$ cat config.mk
export PLATFORM = sky130hd
export DESIGN_NAME = i2c_master_bit_engine_flat
export DESIGN_NICKNAME = d
export VERILOG_FILES = /design/src/hdl/i2cmbe_pkg.sv /design/src/hdl/i2cmbe_chan_if.sv /design/src/hdl/i2cmbe_front.sv /design/src/hdl/i2cmbe_back.sv /design/src/hdl/i2c_master_bit_engine.sv /design/src/flat_wrapper.sv
export SDC_FILE = /design/constraint.sdc
export NUM_CORES = 1
export LEC_CHECK = 0
export BUFFER_PORTS_ARGS = -buffer_cell sky130_fd_sc_hd__buf_4
export CORE_UTILIZATION = 45
export CTS_BUF_LIST = sky130_fd_sc_hd__clkbuf_8
export CTS_CLUSTER_DIAMETER = 100
export CTS_CLUSTER_SIZE = 10
export DETAILED_ROUTE_END_ITERATION = 7
export PLACE_DENSITY = 0.59
export SYNTH_ARGS = -nofsm -noshare
export SYNTH_HDL_FRONTEND = slang
export SYNTH_HIERARCHICAL = 1
export SYNTH_SLANG_ARGS = --single-unit
export TNS_END_PERCENT = 30
$ cat constraint.sdc
create_clock -name clk_i -period 4.1 [get_ports clk_i]
set_clock_uncertainty 0.15 [all_clocks]
set_input_delay 0.41 -clock clk_i [delete_from_list [all_inputs] [get_ports clk_i]]
set_output_delay 0.41 -clock clk_i [all_outputs]
set_load 0.01 [all_outputs]
$ cat src/hdl/i2cmbe_pkg.sv
// Shared types and constants of the I2C master bit engine.
`default_nettype none
package i2cmbe_pkg;

  localparam int unsigned CFG_W = 16;

  localparam logic CFG_DELAY_UNIT  = 1'b0;
  localparam logic CFG_ACK_TIMEOUT = 1'b1;

  localparam logic [CFG_W-1:0] DELAY_UNIT_RST  = 16'd50;
  localparam logic [CFG_W-1:0] ACK_TIMEOUT_RST = 16'd200;

  localparam logic [2:0] OP_START    = 3'd1;
  localparam logic [2:0] OP_STOP     = 3'd2;
  localparam logic [2:0] OP_WRITE    = 3'd3;
  localparam logic [2:0] OP_READ     = 3'd4;
  localparam logic [2:0] OP_WAIT_ACK = 3'd5;

  typedef enum logic [2:0] {
    CMD_NONE,
    CMD_START,
    CMD_STOP,
    CMD_WRITE,
    CMD_READ,
    CMD_WAIT_ACK
  } cmd_e;

  typedef struct packed {
    cmd_e       cmd;
    logic [7:0] tx_byte;
    logic       send_ack;
    logic       sda_in;
  } q_word_t;

  typedef struct packed {
    logic       scl;
    logic       sda;
    logic       busy;
    logic       done;
    logic [7:0] rx_byte;
    logic       ack_missing;
  } res_t;

  localparam int unsigned QUEUE_DEPTH = 2;

endpackage
`default_nettype wire

$ cat src/hdl/i2cmbe_chan_if.sv
// Channel interfaces for input ticks and result words of the I2C master bit engine.
`default_nettype none
interface i2cmbe_in_if;
  logic       valid;
  logic       ready;
  logic [2:0] operation;
  logic [7:0] tx_byte;
  logic       send_ack;
  logic       sda_in;

  modport source(output valid, output operation, output tx_byte, output send_ack,
                 output sda_in, input ready);
  modport sink(input valid, input operation, input tx_byte, input send_ack,
               input sda_in, output ready);
endinterface

interface i2cmbe_out_if;
  logic       valid;
  logic       ready;
  logic       scl_out;
  logic       sda_out;
  logic       busy_res;
  logic       done_res;
  logic [7:0] rx_byte;
  logic       ack_missing;

  modport source(output valid, output scl_out, output sda_out, output busy_res,
                 output done_res, output rx_byte, output ack_missing, input ready);
  modport sink(input valid, input scl_out, input sda_out, input busy_res,
               input done_res, input rx_byte, input ack_missing, output ready);
endinterface
`default_nettype wire

$ cat src/hdl/i2cmbe_front.sv
// Front end: accepts input words, decodes the operation and queues them for the engine.
`default_nettype none
module i2cmbe_front (
  input  wire                 clk_i,
  input  wire                 rst_ni,
  i2cmbe_in_if.sink           in_i,
  output logic                q_valid_o,
  output i2cmbe_pkg::q_word_t q_word_o,
  input  wire                 q_pop_i
);

  localparam int unsigned PtrW = (i2cmbe_pkg::QUEUE_DEPTH > 1) ?
                                 $clog2(i2cmbe_pkg::QUEUE_DEPTH) : 1;
  localparam int unsigned CntW = $clog2(i2cmbe_pkg::QUEUE_DEPTH + 1);

  i2cmbe_pkg::q_word_t entry_q [i2cmbe_pkg::QUEUE_DEPTH];
  i2cmbe_pkg::q_word_t word_in;
  i2cmbe_pkg::cmd_e    cmd;
  logic [PtrW-1:0]     wr_ptr_q, wr_ptr_d, rd_ptr_q, rd_ptr_d;
  logic [CntW-1:0]     count_q, count_d;
  logic                push, pop;

  always_comb begin
    unique case (in_i.operation)
      i2cmbe_pkg::OP_START:    cmd = i2cmbe_pkg::CMD_START;
      i2cmbe_pkg::OP_STOP:     cmd = i2cmbe_pkg::CMD_STOP;
      i2cmbe_pkg::OP_WRITE:    cmd = i2cmbe_pkg::CMD_WRITE;
      i2cmbe_pkg::OP_READ:     cmd = i2cmbe_pkg::CMD_READ;
      i2cmbe_pkg::OP_WAIT_ACK: cmd = i2cmbe_pkg::CMD_WAIT_ACK;
      default:                 cmd = i2cmbe_pkg::CMD_NONE;
    endcase
  end

  always_comb begin
    word_in.cmd      = cmd;
    word_in.tx_byte  = in_i.tx_byte;
    word_in.send_ack = in_i.send_ack;
    word_in.sda_in   = in_i.sda_in;
  end

  assign in_i.ready = (count_q != CntW'(i2cmbe_pkg::QUEUE_DEPTH));
  assign push       = in_i.valid && in_i.ready;
  assign q_valid_o  = (count_q != '0);
  assign pop        = q_pop_i && q_valid_o;
  assign q_word_o   = entry_q[rd_ptr_q];

  always_comb begin
    wr_ptr_d = wr_ptr_q;
    rd_ptr_d = rd_ptr_q;
    count_d  = count_q;
    if (push) begin
      wr_ptr_d = (wr_ptr_q == PtrW'(i2cmbe_pkg::QUEUE_DEPTH - 1)) ? '0 : wr_ptr_q + 1'b1;
    end
    if (pop) begin
      rd_ptr_d = (rd_ptr_q == PtrW'(i2cmbe_pkg::QUEUE_DEPTH - 1)) ? '0 : rd_ptr_q + 1'b1;
    end
    if (push && !pop) begin
      count_d = count_q + 1'b1;
    end else if (pop && !push) begin
      count_d = count_q - 1'b1;
    end
  end

  always_ff @(posedge clk_i or negedge rst_ni) begin
    if (!rst_ni) begin
      wr_ptr_q <= '0;
      rd_ptr_q <= '0;
      count_q  <= '0;
    end else begin
      wr_ptr_q <= wr_ptr_d;
      rd_ptr_q <= rd_ptr_d;
      count_q  <= count_d;
    end
  end

  always_ff @(posedge clk_i) begin
    if (push) begin
      entry_q[wr_ptr_q] <= word_in;
    end
  end

endmodule
`default_nettype wire

$ cat src/hdl/i2cmbe_back.sv
// Back end: runs the SCL/SDA phase sequencer one tick per queued word and registers the result.
`default_nettype none
module i2cmbe_back #(
  parameter int unsigned DELAY_WIDTH = 16
) (
  input  wire                          clk_i,
  input  wire                          rst_ni,
  input  wire [i2cmbe_pkg::CFG_W-1:0]  delay_unit_i,
  input  wire [i2cmbe_pkg::CFG_W-1:0]  ack_timeout_i,
  input  wire                          q_valid_i,
  input  wire i2cmbe_pkg::q_word_t     q_word_i,
  output logic                         q_pop_o,
  output logic                         res_valid_o,
  output i2cmbe_pkg::res_t             res_o,
  input  wire                          res_ready_i
);

  localparam logic [3:0] PH_IDLE    = 4'd0;
  localparam logic [3:0] PH_ST_A    = 4'd1;
  localparam logic [3:0] PH_ST_B    = 4'd2;
  localparam logic [3:0] PH_SP_A    = 4'd3;
  localparam logic [3:0] PH_SP_B    = 4'd4;
  localparam logic [3:0] PH_WR_A    = 4'd5;
  localparam logic [3:0] PH_WR_B    = 4'd6;
  localparam logic [3:0] PH_WR_C    = 4'd7;
  localparam logic [3:0] PH_RD_A    = 4'd8;
  localparam logic [3:0] PH_RD_B    = 4'd9;
  localparam logic [3:0] PH_AK_A    = 4'd10;
  localparam logic [3:0] PH_AK_B    = 4'd11;
  localparam logic [3:0] PH_WA_A    = 4'd12;
  localparam logic [3:0] PH_WA_B    = 4'd13;
  localparam logic [3:0] PH_WA_POLL = 4'd14;

  localparam logic [2:0] UNITS_LONG = 3'd4;
  localparam logic [2:0] UNITS_BIT  = 3'd2;
  localparam logic [2:0] UNITS_ONE  = 3'd1;
  localparam logic [3:0] BYTE_BITS  = 4'd8;

  localparam int unsigned CW = (DELAY_WIDTH > i2cmbe_pkg::CFG_W) ?
                               DELAY_WIDTH : i2cmbe_pkg::CFG_W;
  localparam logic [CW-1:0] MaxCnt = CW'({DELAY_WIDTH{1'b1}});

  logic [3:0]             phase_q, phase_d;
  logic [3:0]             bit_q, bit_d;
  logic [7:0]             shift_q, shift_d;
  logic [DELAY_WIDTH-1:0] cnt_q, cnt_d, cnt_inc, unit;
  logic [2:0]             units_q, units_d, units_dec;
  logic [i2cmbe_pkg::CFG_W-1:0] poll_q, poll_d;
  logic                   scl_q, scl_d, sda_q, sda_d;
  logic [7:0]             rx_q, rx_d;
  logic                   ackf_q, ackf_d, ackc_q, ackc_d;
  logic                   done;
  logic                   step;
  logic [CW-1:0]          unit_ext;
  logic                   res_valid_q;
  i2cmbe_pkg::res_t       res_q;

  assign step    = q_valid_i && (!res_valid_q || res_ready_i);
  assign q_pop_o = step;

  assign unit_ext = CW'(delay_unit_i);
  always_comb begin
    if (unit_ext == '0) begin
      unit = DELAY_WIDTH'(1);
    end else if (unit_ext > MaxCnt) begin
      unit = '1;
    end else begin
      unit = unit_ext[DELAY_WIDTH-1:0];
    end
  end

  assign cnt_inc   = cnt_q + DELAY_WIDTH'(1);
  assign units_dec = (units_q != '0) ? units_q - 1'b1 : units_q;

  always_comb begin
    phase_d = phase_q;
    bit_d   = bit_q;
    shift_d = shift_q;
    cnt_d   = cnt_q;
    units_d = units_q;
    poll_d  = poll_q;
    scl_d   = scl_q;
    sda_d   = sda_q;
    rx_d    = rx_q;
    ackf_d  = ackf_q;
    ackc_d  = ackc_q;
    done    = 1'b0;
    if (phase_q == PH_IDLE) begin
      cnt_d = '0;
      unique case (q_word_i.cmd)
        i2cmbe_pkg::CMD_START: begin
          scl_d = 1'b1; sda_d = 1'b1; phase_d = PH_ST_A; units_d = UNITS_LONG;
        end
        i2cmbe_pkg::CMD_STOP: begin
          scl_d = 1'b0; sda_d = 1'b0; phase_d = PH_SP_A; units_d = UNITS_LONG;
        end
        i2cmbe_pkg::CMD_WRITE: begin
          shift_d = q_word_i.tx_byte; bit_d = '0; scl_d = 1'b0;
          sda_d = q_word_i.tx_byte[7]; phase_d = PH_WR_A; units_d = UNITS_BIT;
        end
        i2cmbe_pkg::CMD_READ: begin
          ackc_d = q_word_i.send_ack; bit_d = '0; shift_d = '0;
          sda_d = 1'b1; scl_d = 1'b0; phase_d = PH_RD_A; units_d = UNITS_BIT;
        end
        i2cmbe_pkg::CMD_WAIT_ACK: begin
          ackf_d = 1'b0; sda_d = 1'b1; phase_d = PH_WA_A; units_d = UNITS_ONE;
        end
        default: begin
          cnt_d = cnt_q;
        end
      endcase
    end else if (phase_q == PH_WA_POLL) begin
      if (!q_word_i.sda_in) begin
        scl_d = 1'b0; phase_d = PH_IDLE; done = 1'b1;
      end else if (poll_q >= ack_timeout_i) begin
        ackf_d = 1'b1; scl_d = 1'b0; sda_d = 1'b0;
        phase_d = PH_SP_A; units_d = UNITS_LONG; cnt_d = '0;
      end else begin
        poll_d = poll_q + 1'b1;
      end
    end else if (cnt_inc < unit) begin
      cnt_d = cnt_inc;
    end else begin
      cnt_d   = '0;
      units_d = units_dec;
      if (units_dec == '0) begin
        unique case (phase_q)
          PH_ST_A: begin
            sda_d = 1'b0; phase_d = PH_ST_B; units_d = UNITS_LONG;
          end
          PH_ST_B: begin
            scl_d = 1'b0; phase_d = PH_IDLE; done = 1'b1;
          end
          PH_SP_A: begin
            scl_d = 1'b1; sda_d = 1'b1; phase_d = PH_SP_B; units_d = UNITS_LONG;
          end
          PH_SP_B: begin
            phase_d = PH_IDLE; done = 1'b1;
          end
          PH_WR_A: begin
            scl_d = 1'b1; phase_d = PH_WR_B; units_d = UNITS_BIT;
          end
          PH_WR_B: begin
            scl_d = 1'b0; phase_d = PH_WR_C; units_d = UNITS_BIT;
          end
          PH_WR_C: begin
            bit_d = bit_q + 1'b1;
            if (bit_d >= BYTE_BITS) begin
              phase_d = PH_IDLE; done = 1'b1;
            end else begin
              shift_d = {shift_q[6:0], 1'b0};
              sda_d   = shift_q[6];
              phase_d = PH_WR_A; units_d = UNITS_BIT;
            end
          end
          PH_RD_A: begin
            scl_d   = 1'b1;
            shift_d = {shift_q[6:0], q_word_i.sda_in};
            phase_d = PH_RD_B; units_d = UNITS_ONE;
          end
          PH_RD_B: begin
            bit_d = bit_q + 1'b1;
            scl_d = 1'b0;
            if (bit_d >= BYTE_BITS) begin
              rx_d    = shift_q;
              sda_d   = !ackc_q;
              phase_d = PH_AK_A; units_d = UNITS_BIT;
            end else begin
              phase_d = PH_RD_A; units_d = UNITS_BIT;
            end
          end
          PH_AK_A: begin
            scl_d = 1'b1; phase_d = PH_AK_B; units_d = UNITS_BIT;
          end
          PH_AK_B: begin
            scl_d = 1'b0; phase_d = PH_IDLE; done = 1'b1;
          end
          PH_WA_A: begin
            scl_d = 1'b1; phase_d = PH_WA_B; units_d = UNITS_ONE;
          end
          PH_WA_B: begin
            poll_d = '0; phase_d = PH_WA_POLL;
          end
          default: begin
            phase_d = PH_IDLE;
          end
        endcase
      end
    end
  end

  always_ff @(posedge clk_i or negedge rst_ni) begin
    if (!rst_ni) begin
      phase_q     <= PH_IDLE;
      bit_q       <= '0;
      shift_q     <= '0;
      cnt_q       <= '0;
      units_q     <= '0;
      poll_q      <= '0;
      scl_q       <= 1'b1;
      sda_q       <= 1'b1;
      rx_q        <= '0;
      ackf_q      <= 1'b0;
      ackc_q      <= 1'b0;
      res_valid_q <= 1'b0;
    end else begin
      if (step) begin
        phase_q <= phase_d;
        bit_q   <= bit_d;
        shift_q <= shift_d;
        cnt_q   <= cnt_d;
        units_q <= units_d;
        poll_q  <= poll_d;
        scl_q   <= scl_d;
        sda_q   <= sda_d;
        rx_q    <= rx_d;
        ackf_q  <= ackf_d;
        ackc_q  <= ackc_d;
      end
      if (step) begin
        res_valid_q <= 1'b1;
      end else if (res_ready_i) begin
        res_valid_q <= 1'b0;
      end
    end
  end

  always_ff @(posedge clk_i) begin
    if (step) begin
      res_q.scl         <= scl_d;
      res_q.sda         <= sda_d;
      res_q.busy        <= (phase_d != PH_IDLE);
      res_q.done        <= done;
      res_q.rx_byte     <= rx_d;
      res_q.ack_missing <= ackf_d;
    end
  end

  assign res_valid_o = res_valid_q;
  assign res_o       = res_q;

endmodule
`default_nettype wire

$ cat src/hdl/i2c_master_bit_engine.sv
// Top level of the I2C master bit engine: configuration registers, front end and sequencer.
// Each accepted tick word yields one result word, registered at the edge it leaves the queue.
// With the output taken every cycle, one word is accepted every cycle; each passes the queue, then the result register.
// A two-word queue lets input and output stall independently; the sequencer does one tick a step.
// Reset: both lines released, sequencer idle, delay unit 50 ticks, acknowledge timeout 200 ticks.
`default_nettype none
module i2c_master_bit_engine #(
  parameter int unsigned DELAY_WIDTH = 16
) (
  input  wire                         clk_i,
  input  wire                         rst_ni,
  i2cmbe_in_if.sink                   in_i,
  i2cmbe_out_if.source                out_o,
  input  wire                         cfg_we_i,
  input  wire                         cfg_idx_i,
  input  wire [i2cmbe_pkg::CFG_W-1:0] cfg_wdata_i
);

  logic [i2cmbe_pkg::CFG_W-1:0] delay_unit_q, ack_timeout_q;
  logic                         q_valid, q_pop, res_valid;
  i2cmbe_pkg::q_word_t          q_word;
  i2cmbe_pkg::res_t             res;

  always_ff @(posedge clk_i or negedge rst_ni) begin
    if (!rst_ni) begin
      delay_unit_q  <= i2cmbe_pkg::DELAY_UNIT_RST;
      ack_timeout_q <= i2cmbe_pkg::ACK_TIMEOUT_RST;
    end else if (cfg_we_i) begin
      unique case (cfg_idx_i)
        i2cmbe_pkg::CFG_DELAY_UNIT:  delay_unit_q  <= cfg_wdata_i;
        i2cmbe_pkg::CFG_ACK_TIMEOUT: ack_timeout_q <= cfg_wdata_i;
        default: ;
      endcase
    end
  end

  i2cmbe_front u_front (
    .clk_i     (clk_i),
    .rst_ni    (rst_ni),
    .in_i      (in_i),
    .q_valid_o (q_valid),
    .q_word_o  (q_word),
    .q_pop_i   (q_pop)
  );

  i2cmbe_back #(
    .DELAY_WIDTH (DELAY_WIDTH)
  ) u_back (
    .clk_i         (clk_i),
    .rst_ni        (rst_ni),
    .delay_unit_i  (delay_unit_q),
    .ack_timeout_i (ack_timeout_q),
    .q_valid_i     (q_valid),
    .q_word_i      (q_word),
    .q_pop_o       (q_pop),
    .res_valid_o   (res_valid),
    .res_o         (res),
    .res_ready_i   (out_o.ready)
  );

  assign out_o.valid       = res_valid;
  assign out_o.scl_out     = res.scl;
  assign out_o.sda_out     = res.sda;
  assign out_o.busy_res    = res.busy;
  assign out_o.done_res    = res.done;
  assign out_o.rx_byte     = res.rx_byte;
  assign out_o.ack_missing = res.ack_missing;

  assert property (@(posedge clk_i) disable iff (!rst_ni)
    out_o.valid |-> !(out_o.done_res && out_o.busy_res))
    else $error("A completed command is still reported busy.");

  assert property (@(posedge clk_i) disable iff (!rst_ni)
    !in_i.ready |-> out_o.valid)
    else $error("Input stalled while no result word is waiting.");

  assert property (@(posedge clk_i) disable iff (!rst_ni)
    (in_i.valid && in_i.ready && !out_o.valid) |-> ##2 out_o.valid)
    else $error("Accepted word produced no result within two cycles.");

endmodule
`default_nettype wire

$ cat src/flat_wrapper.sv
// flat-port wrapper written by rule: the top's interface ports become plain ports
module i2c_master_bit_engine_flat 
#(
  parameter int unsigned DELAY_WIDTH = 16
)
  (clk_i, rst_ni, cfg_we_i, cfg_idx_i, cfg_wdata_i, in_i_valid, in_i_operation, in_i_tx_byte, in_i_send_ack, in_i_sda_in, in_i_ready, out_o_valid, out_o_scl_out, out_o_sda_out, out_o_busy_res, out_o_done_res, out_o_rx_byte, out_o_ack_missing, out_o_ready);
  i2cmbe_in_if in_i_i ();
  i2cmbe_out_if out_o_i ();
  input  wire clk_i;
  input  wire rst_ni;
  input  wire cfg_we_i;
  input  wire cfg_idx_i;
  input  wire [i2cmbe_pkg::CFG_W-1:0] cfg_wdata_i;
  input wire logic [$bits(in_i_i.valid)-1:0] in_i_valid;
  input wire logic [$bits(in_i_i.operation)-1:0] in_i_operation;
  input wire logic [$bits(in_i_i.tx_byte)-1:0] in_i_tx_byte;
  input wire logic [$bits(in_i_i.send_ack)-1:0] in_i_send_ack;
  input wire logic [$bits(in_i_i.sda_in)-1:0] in_i_sda_in;
  output wire logic [$bits(in_i_i.ready)-1:0] in_i_ready;
  output wire logic [$bits(out_o_i.valid)-1:0] out_o_valid;
  output wire logic [$bits(out_o_i.scl_out)-1:0] out_o_scl_out;
  output wire logic [$bits(out_o_i.sda_out)-1:0] out_o_sda_out;
  output wire logic [$bits(out_o_i.busy_res)-1:0] out_o_busy_res;
  output wire logic [$bits(out_o_i.done_res)-1:0] out_o_done_res;
  output wire logic [$bits(out_o_i.rx_byte)-1:0] out_o_rx_byte;
  output wire logic [$bits(out_o_i.ack_missing)-1:0] out_o_ack_missing;
  input wire logic [$bits(out_o_i.ready)-1:0] out_o_ready;
  assign in_i_i.valid = in_i_valid;
  assign in_i_i.operation = in_i_operation;
  assign in_i_i.tx_byte = in_i_tx_byte;
  assign in_i_i.send_ack = in_i_send_ack;
  assign in_i_i.sda_in = in_i_sda_in;
  assign in_i_ready = in_i_i.ready;
  assign out_o_valid = out_o_i.valid;
  assign out_o_scl_out = out_o_i.scl_out;
  assign out_o_sda_out = out_o_i.sda_out;
  assign out_o_busy_res = out_o_i.busy_res;
  assign out_o_done_res = out_o_i.done_res;
  assign out_o_rx_byte = out_o_i.rx_byte;
  assign out_o_ack_missing = out_o_i.ack_missing;
  assign out_o_i.ready = out_o_ready;
  i2c_master_bit_engine #(.DELAY_WIDTH(DELAY_WIDTH)) u_core (.clk_i(clk_i), .rst_ni(rst_ni), .in_i(in_i_i), .out_o(out_o_i), .cfg_we_i(cfg_we_i), .cfg_idx_i(cfg_idx_i), .cfg_wdata_i(cfg_wdata_i));
endmodule
==> impl_metrics.toml, run 1 <==
[sta]
hold_viol_final = 0
period_needed_ps = 3870
worst_slew_pin_slew_ps = 1090
setup_viol = 0
rsz0062_at_grt = "true"
maxSlewViolCount = 0
slew_headroom_pct = 26.9
max_freq_mhz = 258
fin_crit_sh_pct = 94.4

[synthesis]
syn_area_um2 = 7850
synth_top_area_share_pct = 29.3
synth_area_leader_cell = "dfrtp_1"
synth_cell_types = 73
netlist_instances = 744
async_reset_ff_share_pct = 71.9
synth_nets = 818
ys_warn_count = 6
synth_edf_count = 39
ys_ff_latch = 139
syn_area_per_cell_um2 = 10.6
ys_seq_area_share_pct = 46.9
ys.flop_type = "dfrtp_1"
synth_area_leaders = "dfrtp_1, edfxtp_1, mux2_2"

[critical_path]
reg2regPathDepth = 15
critPathLaunchType = "flop"
r2r_end = "u_core/u_back/poll_q[9]$_DFFE_PN0P_"
cp.arrival_ps = 4110
end_kind = "flop"
crit_required_ps = 4330
rrSetupSlack_ps = 230
crit_path_start = "u_core/u_back/cnt_q[0]$_DFFE_PN0P_"
cpLargestDelayFamily = "simple AND/OR/NAND/NOR gates"
cp_num_buf_inv = 0
r2r_start = "u_core/u_back/cnt_q[0]$_DFFE_PN0P_"
path_cells = "ha_2 -> nand3_1 -> nor2_2 -> and3_2 -> and3_1 -> xor2_2 -> ha_1 -> nand4_1 -> nor3_2 -> a21oi_1 -> a31o_4 -> a211oi_4 -> nor2_4 -> or4_1 -> a21oi_1"
path_depth = 15
endpoint = "u_core/u_back/poll_q[9]$_DFFE_PN0P_"
slowest_stage = "or4_1"
path_common_cell = "a21oi_1"
slowest_delay_ps = 540
critPathKind = "flop to flop"
path_max_fanout = 14

[cts]
htree_levels = 4
clk_latency_ps = 460
tritoncts = "done"
root_buffer = "clkbuf_8"
clk_pin_slew_worst_paths_ps = 90
cts-buffers-inserted = 17
clock_path_buffers = 2
clock_sinks = 139

[floorplan]
io_pins = 50
initial_core_util_pct = 46.7
core-area_um2 = 16800
die_area_um2 = 18000
die_w_um = 134
row_count = 47
die_h_um = 134

[route]
drtIter0Drc = 436
drt_pass1_iterations = 5
antenna_left = 0
viasPerCell = 5.82
post-route-drc-count = 0
vias = 6073
finalWirelength_um = 19000
routedWlPerCell_um = 18.2

[place]
dp.cells = 995
dp_hpwl_um = 13300
place_congestion = 0.935
port_buffers = 49
placedInstanceArea_um2 = 8430

[layout]
area_growth_pct = 15.3
fin_area_um2 = 9050
multi_input_area_um2 = 3900
drive_gt1_share_pct = 25.0
diodes = 0
layout.nets = 885
post-route-util_pct = 53.8
fillers = 1543
final_cells = 1044
ff_latch_area_um2 = 3690

[power]
cellPowerDensity_nw_per_um2 = 574
peakVddDrop_mv = 0.356
p_leak_nw = 4.00

[global_routing]
track_usage_pct = 22.3
grt_pass1_vias = 6030
grt.overflow.total = 0
grt_antenna_before_repair = 0
grt_first_pass_wirelength_um = 31200
grt_max_degree = 70

[min_path]
hold_path.class = "input port to flop"

[job]
cap_violations = 0

[status]
status = "complete, no violations"
[flip-flops by register name, summed over array words and instances, names as in the netlist, 8 cells and up]
name / flops
u_core/ack_timeout_q: 16
u_core/delay_unit_q: 16
u_core/u_back/cnt_q: 16
u_core/u_back/poll_q: 16
u_core/u_back/res_o: 13
u_core/u_back/rx_q: 8
u_core/u_back/shift_q: 8
u_core/u_front/entry_q: 26
[logic make-up after synthesis]
kind of cell             after synthesis  share of synthesized area [%]
adder cells (fa/ha/maj)               39                           6.21
multiplexers                          71                           10.6
AND/OR/NAND/NOR                      219                           14.4
flip-flops                           139                           46.9
AO/OA/AOI/OAI                        177                           15.1
XOR/XNOR                              23                           2.57
buffers and inverters                 76                           4.17
[cells in the mapped netlist, types with 4 or more instances]
| master | count |
|---|---|
| a21o_1 | 4 |
| a21oi_1 | 35 |
| a22o_1 | 10 |
| a22oi_1 | 8 |
| a31oi_1 | 7 |
| and3_1 | 15 |
| buf_6 | 5 |
| clkbuf_1 | 20 |
| dfrtp_1 | 92 |
| dfstp_2 | 8 |
| edfxtp_1 | 39 |
| ha_1 | 39 |
| inv_1 | 45 |
| mux2_2 | 57 |
| mux2_4 | 10 |
| nand2_1 | 58 |
| nand2b_1 | 7 |
| nand3_1 | 24 |
| nand4_1 | 10 |
| nor2_1 | 42 |
| nor2b_1 | 13 |
| nor3_1 | 13 |
| nor4_1 | 5 |
| o21a_1 | 6 |
| o21ai_0 | 45 |
| o21ai_1 | 6 |
| o31ai_1 | 14 |
| o41ai_1 | 4 |
| or3_1 | 6 |
| or4_1 | 9 |
| xnor2_1 | 13 |
| xor2_1 | 10 |
[worst min-delay path by stage]
stage | startpoint | to | slack [ps] | cells after the start
after detailed placement | u_core/u_front/wr_ptr_q$_DFFE_PN0P_ | u_core/u_front/wr_ptr_q$_DFFE_PN0P_ | 330 | 1
after floorplan | rst_ni | u_core/ack_timeout_q[0]$_DFFE_PN0P_ | -40 | 0
final | cfg_wdata_i[12] | u_core/ack_timeout_q[12]$_DFFE_PN0P_ | 40 | 2
after global routing | cfg_wdata_i[12] | u_core/ack_timeout_q[12]$_DFFE_PN0P_ | 20 | 2
after CTS | cfg_wdata_i[12] | u_core/ack_timeout_q[12]$_DFFE_PN0P_ | 10 | 2
after global placement | u_core/u_front/wr_ptr_q$_DFFE_PN0P_ | u_core/u_front/wr_ptr_q$_DFFE_PN0P_ | 330 | 1
[area by class of cell]
class / count / share of cell area (%)
Timing Repair Buffer: 77 / 6.69
Multi-Input combinational cell: 530 / 43.1
Sequential cell: 139 / 40.7
Inverter: 46 / 1.91
Clock inverter: 14 / 1.78
Tap cell: 220 / 3.04
Clock buffer: 18 / 2.74
[cell usage in the layout (no fill, tap or decap), types with 7 or more instances in the layout]
master and count:
nand2b_1 7, nor2b_1 13, dlygate4sd3_1 11, buf_4 66, nor3_1 13, mux2_4 10, nand2_1 58, inv_1 45
clkbuf_8 18, xnor2_1 13, o31ai_1 14, dfstp_2 8, and3_1 14, or4_1 9, nand4_1 10, dfrtp_1 90
xor2_1 9, ha_1 38, edfxtp_1 39, nand3_1 24, nor2_1 40, a22oi_1 8, o21ai_0 45, mux2_2 57
a22o_1 10, a21oi_1 35
[metal layers]
| metal | up-vias | part of all wire (%) | track usage, % |
|---|---|---|---|
| met5 | - | 0 | 0 |
| met2 | 170 | 47 | 34.7 |
| met4 | 0 | 1.7 | 7.68 |
| met1 | 3003 | 47 | 31.0 |
| met3 | 34 | 4.5 | 4.76 |
| li1 | 2866 | - | - |
[where the power goes]
part	internal, mW	switching (mW)
logic	0.803	1.22
registers	1.76	0.252
clock network	0.530	0.639
[timing repair]
item	in CTS	in global routing
resized for setup	0	14
setup endpoints to repair	0	54
setup buffers	0	5
hold endpoints to repair	81	0
hold buffers	11	0
[stage by stage]
stage,setup slack [ps],power (mW),hold WS (ps),setup TNS [ps]
after floorplan,325,3.37,-35.6,0
after global placement,217,3.93,328,0
after detailed placement,70.5,3.98,334,0
after CTS,36.1,5.17,11.1,0
after global routing,-35.5,5.55,20.2,-154
final,228,5.20,43.3,0
(Power assumes the default switching activity.)
==> inputs of run 2 (changes only) <==
Settings changed: PLACE_DENSITY 0.59 to 0.61.
Clock period 4.1 ns to 3.4 ns, I/O delays scaled along.
==> run 2 against run 1 <==
Against the previous run:
- hold slack got worse by 11 ps
- combinational power up 38%
- count of clock-buffer cells in the layout shrank 1
- flip-flop and latch count is the same
- the run now ends with negative setup slack left
- first-iteration DRC count is 4.8% higher
- largest power group unchanged
- critical path type unchanged
- sequential share of layout area is 3.8 points lower
==> impl_metrics.toml, run 2 (synthesis gave the netlist of run 1 again) <==
[floorplan]
row_count = 47
core-area_um2 = 16800
die_w_um = 134
io_pins = 50
initial_core_util_pct = 46.7
die_area_um2 = 18000
die_h_um = 134

[critical_path]
slowest_delay_ps = 490
critPathLaunchType = "flop"
end_kind = "flop"
path_max_fanout = 3
slowest_stage = "or4_4"
rrSetupSlack_ps = -310
cp.arrival_ps = 3940
path_common_cell = "and3_4"
crit_required_ps = 3630
path_cells = "nand3_2 -> nor2_2 -> and3_4 -> and3_4 -> and3_4 -> xor2_2 -> ha_1 -> nand4_1 -> nor3_2 -> a21oi_2 -> a31o_4 -> a211oi_4 -> buf_4 -> o21ai_2 -> or4_4 -> a21oi_2"
critPathKind = "flop to flop"

[cts]
clk_pin_slew_worst_paths_ps = 80
clock_sinks = 139
clock_path_buffers = 2
clk_latency_ps = 450
cts-buffers-inserted = 17
htree_levels = 4
tritoncts = "done"
root_buffer = "clkbuf_8"

[place]
placedInstanceArea_um2 = 8820
port_buffers = 49
dp.cells = 1036
dp_hpwl_um = 14100
place_congestion = 0.915

[sta]
hold_viol_final = 0
worst_slew_pin_slew_ps = 1130
fin_crit_sh_pct = 109
setup_slack_ps = -307
maxSlewViolCount = 0
period_needed_ps = 3710
max_freq_mhz = 270
holdWs_ps = 32.4
rsz0062_at_grt = "true"
setup_viol = 50
slew_headroom_pct = 24.5

[layout]
fin_area_um2 = 9980
regMostFlops = "u_core/u_front/entry_q"
layout.nets = 956
final_common_cell = "buf_4"
post-route-util_pct = 59.3
final_cells = 1115
drive_gt1_share_pct = 33.6
diodes = 0
largest_register_ffs = 26
area_growth_pct = 27.1
layout_common_cells = "buf_4, dfrtp_1, mux2_2, nand2_1, inv_1"

[power]
power.total_mw = 6.66
cellPowerDensity_nw_per_um2 = 667
p_leak_nw = 4.42
peakVddDrop_mv = 0.445

[route]
antenna_left = 0
vias = 6411
post-route-drc-count = 0
drtIter0Drc = 457
viasPerCell = 5.75
routedWlPerCell_um = 18.5
drt_pass1_iterations = 5
finalWirelength_um = 20700

[min_path]
hold_path.class = "input port to flop"

[global_routing]
grt_max_degree = 60
grt_first_pass_wirelength_um = 33200
track_usage_pct = 23.8
grt.overflow.total = 0
grt_antenna_before_repair = 0
grt_pass1_vias = 6268

[status]
violations = "negative setup slack"
status = "finished with violations"

[job]
cap_violations = 0
[run 2: changes by cell type in the layout (fill, tap and decap cells not counted), moves of 5 or more]
| cell | delta |
|---|---|
| a21oi_1 | -7 |
| a21oi_2 | +7 |
| and3_4 | +5 |
| buf_4 | +43 |
| buf_6 | +11 |
| dlygate4sd3_1 | +15 |
| inv_6 | -6 |
| o21ai_0 | -10 |
| o21ai_1 | +7 |
| o31ai_1 | -5 |
| o31ai_2 | +5 |
[run 2: cell type report]
cell class,count,area (um2)
Clock buffer,17,234
Clock inverter,15,185
Fill cell,1397,6840
Inverter,46,173
Multi-Input combinational cell,529,4160
Sequential cell,139,3690
Tap cell,220,275
Timing Repair Buffer,149,1260
[run 2: final timing paths]
kind | startpoint | endpoint | cells after the start
max | u_core/u_back/cnt_q[0]$_DFFE_PN0P_ | u_core/u_back/poll_q[12]$_DFFE_PN0P_ | 16
min | out_o_ready | u_core/u_back/res_valid_o$_DFFE_PN0P_ | 3
max reg2reg | u_core/u_back/cnt_q[0]$_DFFE_PN0P_ | u_core/u_back/poll_q[12]$_DFFE_PN0P_ | 16
min reg2reg | u_core/u_back/rx_q[6]$_DFFE_PN0P_ | u_core/u_back/rx_q[6]$_DFFE_PN0P_ | 1
max in group asynchronous | rst_ni | u_core/u_back/scl_q$_DFFE_PN1P_ | 3
min in group asynchronous | rst_ni | u_core/u_back/cnt_q[6]$_DFFE_PN0P_ | 2
[run 2: what timing repair did]
item | in CTS | in global routing
hold buffers | 26 | 0
endpoints found under the setup margin | 57 | 73
endpoints found under the hold margin | 100 | 0
gates cloned | 0 | 1
buffers inserted | 15 | 5
resized for setup | 38 | 42
pin swaps | 18 | 20
[run 2: worst max-delay path: cells and delay by family, from the launching register on]
kind / cells / cell delay, ps
compound gates: 5 / 840
xor+xnor: 1 / 70
fa+ha+maj: 1 / 290
buf+inv: 1 / 170
flops: 1 / 420
simple gates: 8 / 1710
[run 2: per-stage QoR]
| step | setup slack [ps] | setup TNS (ps) |
|---|---|---|
| 2_1_floorplan | -121 | -278 |
| 3_3_place_gp | -92.7 | -448 |
| 3_5_place_dp | -177 | -2640 |
| 4_1_cts | -154 | -1310 |
| 5_1_grt | -475 | -20380 |
| 6_report | -307 | -10250 |
[run 2: power breakdown]
group	switching, mW	internal [mW]
sequential	0.307	2.12
combinational	1.60	1.19
clock	0.650	0.787
[run 2: metal layers]
layer,GRT usage [%],up-vias,routed length (um)
li1,-,2997,-
met1,33.0,3155,9420
met2,36.9,226,9710
met3,5.25,33,1140
met4,8.24,0,398
met5,0,-,0
==> inputs of run 3 (changes only) <==
Settings changed: CTS_BUF_LIST sky130_fd_sc_hd__clkbuf_8 to not set, GPL_TIMING_DRIVEN set to 0, REMOVE_ABC_BUFFERS set to 1.
==> run 3 against run 2 <==
Against the previous run:
- the run still ends with negative setup slack left
- critical path type unchanged
- routed wire length down 5.5%
- non-clock buffer count down 46
- highest routed layer unchanged
- sequential power up 3%
- sequential share of layout area up 0.36 points
==> impl_metrics.toml, run 3 (synthesis gave the netlist of run 1 again) <==
[global_routing]
track_usage_pct = 22.6
grt_first_pass_wirelength_um = 31600
grt_max_degree = 101
grt.overflow.total = 0
grt_antenna_before_repair = 0
grt_pass1_vias = 6146

[sta]
max_freq_mhz = 268
hold_viol_final = 0
slew_headroom_pct = 25.7
setup_viol = 47
fin_crit_sh_pct = 110
period_needed_ps = 3730
setup_slack_ps = -333
worst_slew_pin_slew_ps = 1110
maxSlewViolCount = 0
rsz0062_at_grt = "true"

[power]
p_leak_nw = 4.29
power.total_mw = 6.86
cellPowerDensity_nw_per_um2 = 694
peakVddDrop_mv = 0.430

[place]
dp_hpwl_um = 12600
dp.cells = 984
port_buffers = 49
place_ws_ps = -1290
place_congestion = 0.874

[layout]
post-route-util_pct = 58.8
diodes = 0
layout_common_cells = "dfrtp_1, buf_4, mux2_2"
layout.nets = 912
area_growth_pct = 25.8
final_common_cell = "dfrtp_1"
regMostFlops = "u_core/u_front/entry_q"
drive_gt1_share_pct = 32.7
largest_register_ffs = 26
final_cells = 1071

[route]
drtIter0Drc = 396
post-route-drc-count = 0
vias = 6191
viasPerCell = 5.78
antenna_left = 0
finalWirelength_um = 19500
drt_pass1_iterations = 7
routedWlPerCell_um = 18.2

[cts]
root_buffer = "clkbuf_16"
cts-buffers-inserted = 17
tritoncts = "done"
htree_levels = 4
clock_path_buffers = 2
clk_latency_ps = 430
clk_pin_slew_worst_paths_ps = 60
clock_sinks = 139

[floorplan]
row_count = 47
initial_core_util_pct = 46.7
io_pins = 50
die_area_um2 = 18000
die_h_um = 134
core-area_um2 = 16800
die_w_um = 134

[critical_path]
path_max_fanout = 7
critPathKind = "flop to flop"
end_kind = "flop"
crit_required_ps = 3600
cp.arrival_ps = 3940
critPathLaunchType = "flop"

[job]
cap_violations = 0

[status]
status = "finished with violations"
violations = "negative setup slack"

[min_path]
hold_path.class = "input port to flop"
[run 3: cell types whose count changed in the layout (fill, tap and decap cells not counted), moves of 5 or more]
cell | before | now
inv_6 | 0 | 7
clkbuf_8 | 17 | 1
dlygate4sd3_1 | 26 | 14
o21ai_0 | 35 | 30
clkbuf_16 | 0 | 18
nand2_2 | 4 | 11
nand2_1 | 57 | 48
buf_4 | 109 | 74
[run 3: area by class of cell]
cell class,count,area (um2)
clock buffer,18,439
tap,220,275
multi-input combinational,531,4260
sequential,139,3690
clock inverter,14,135
timing repair buffer,103,912
fill,1418,6940
inverter,46,175
[run 3: power by group]
part	total (mW)	internal (mW)	switching, mW	leakage, nW
combinational	2.54	1.08	1.46	2.38
sequential	2.51	2.12	0.391	1.64
clock	1.81	1.04	0.767	0.271
total	6.86	4.24	2.62	4.29
[run 3: worst paths after layout]
kind                                                     start                                    to  slack (ps)  cells past startpoint
min in group asynchronous                               rst_ni  u_core/u_back/poll_q[15]$_DFFE_PN0P_         210                      2
max                         u_core/u_back/cnt_q[1]$_DFFE_PN0P_  u_core/u_back/poll_q[14]$_DFFE_PN0P_        -330                     16
min                                             cfg_wdata_i[0]   u_core/ack_timeout_q[0]$_DFFE_PN0P_          20                      2
min reg2reg                u_core/u_front/wr_ptr_q$_DFFE_PN0P_   u_core/u_front/wr_ptr_q$_DFFE_PN0P_         340                      1
max in group asynchronous                               rst_ni    u_core/delay_unit_q[1]$_DFFE_PN1P_        2200                      3
max reg2reg                 u_core/u_back/cnt_q[1]$_DFFE_PN0P_  u_core/u_back/poll_q[14]$_DFFE_PN0P_        -330                     16
[run 3: repair_timing]
action | in CTS | in global routing
resized for setup | 48 | 59
setup buffers | 25 | 12
pin swaps | 39 | 31
setup endpoints to repair | 73 | 73
hold buffers | 13 | 1
gates cloned | 2 | 1
endpoints found under the hold margin | 23 | 31
[run 3: metrics by stage]
step / area [um2] / hold slack [ps] / setup TNS, ps
final: 9880 / 16.4 / -8070
after global routing: 9880 / 10.5 / -17500
after CTS: 9500 / 1.31 / -5130
after detailed placement: 8350 / 339 / -62690
after global placement: 8340 / 327 / -59540
after floorplan: 7700 / -106 / -10440
[run 3: critical path, cell delays in order, from the launching register on]
cell	delay, ps
dfrtp_1	420
nand3_2	120
nor2_4	100
and3_4	200
and3_4	170
and3_4	210
xor2_4	80
ha_4	270
nand4_1	160
nor3_4	270
a2bb2oi_2	110
and2_4	210
a211oi_4	250
buf_6	180
nor2_4	70
or4_4	520
a21oi_2	150
[run 3: per-layer routing]
| layer | share of wire (%) | vias to the layer above | track usage, % | routed length (um) |
|---|---|---|---|---|
| met5 | 0 | - | 0 | 0 |
| met4 | 2.0 | 0 | 8.30 | 382 |
| met3 | 4.4 | 34 | 4.20 | 855 |
| met2 | 48 | 171 | 36.2 | 9460 |
| met1 | 45 | 3063 | 30.5 | 8820 |
| li1 | - | 2923 | - | - |
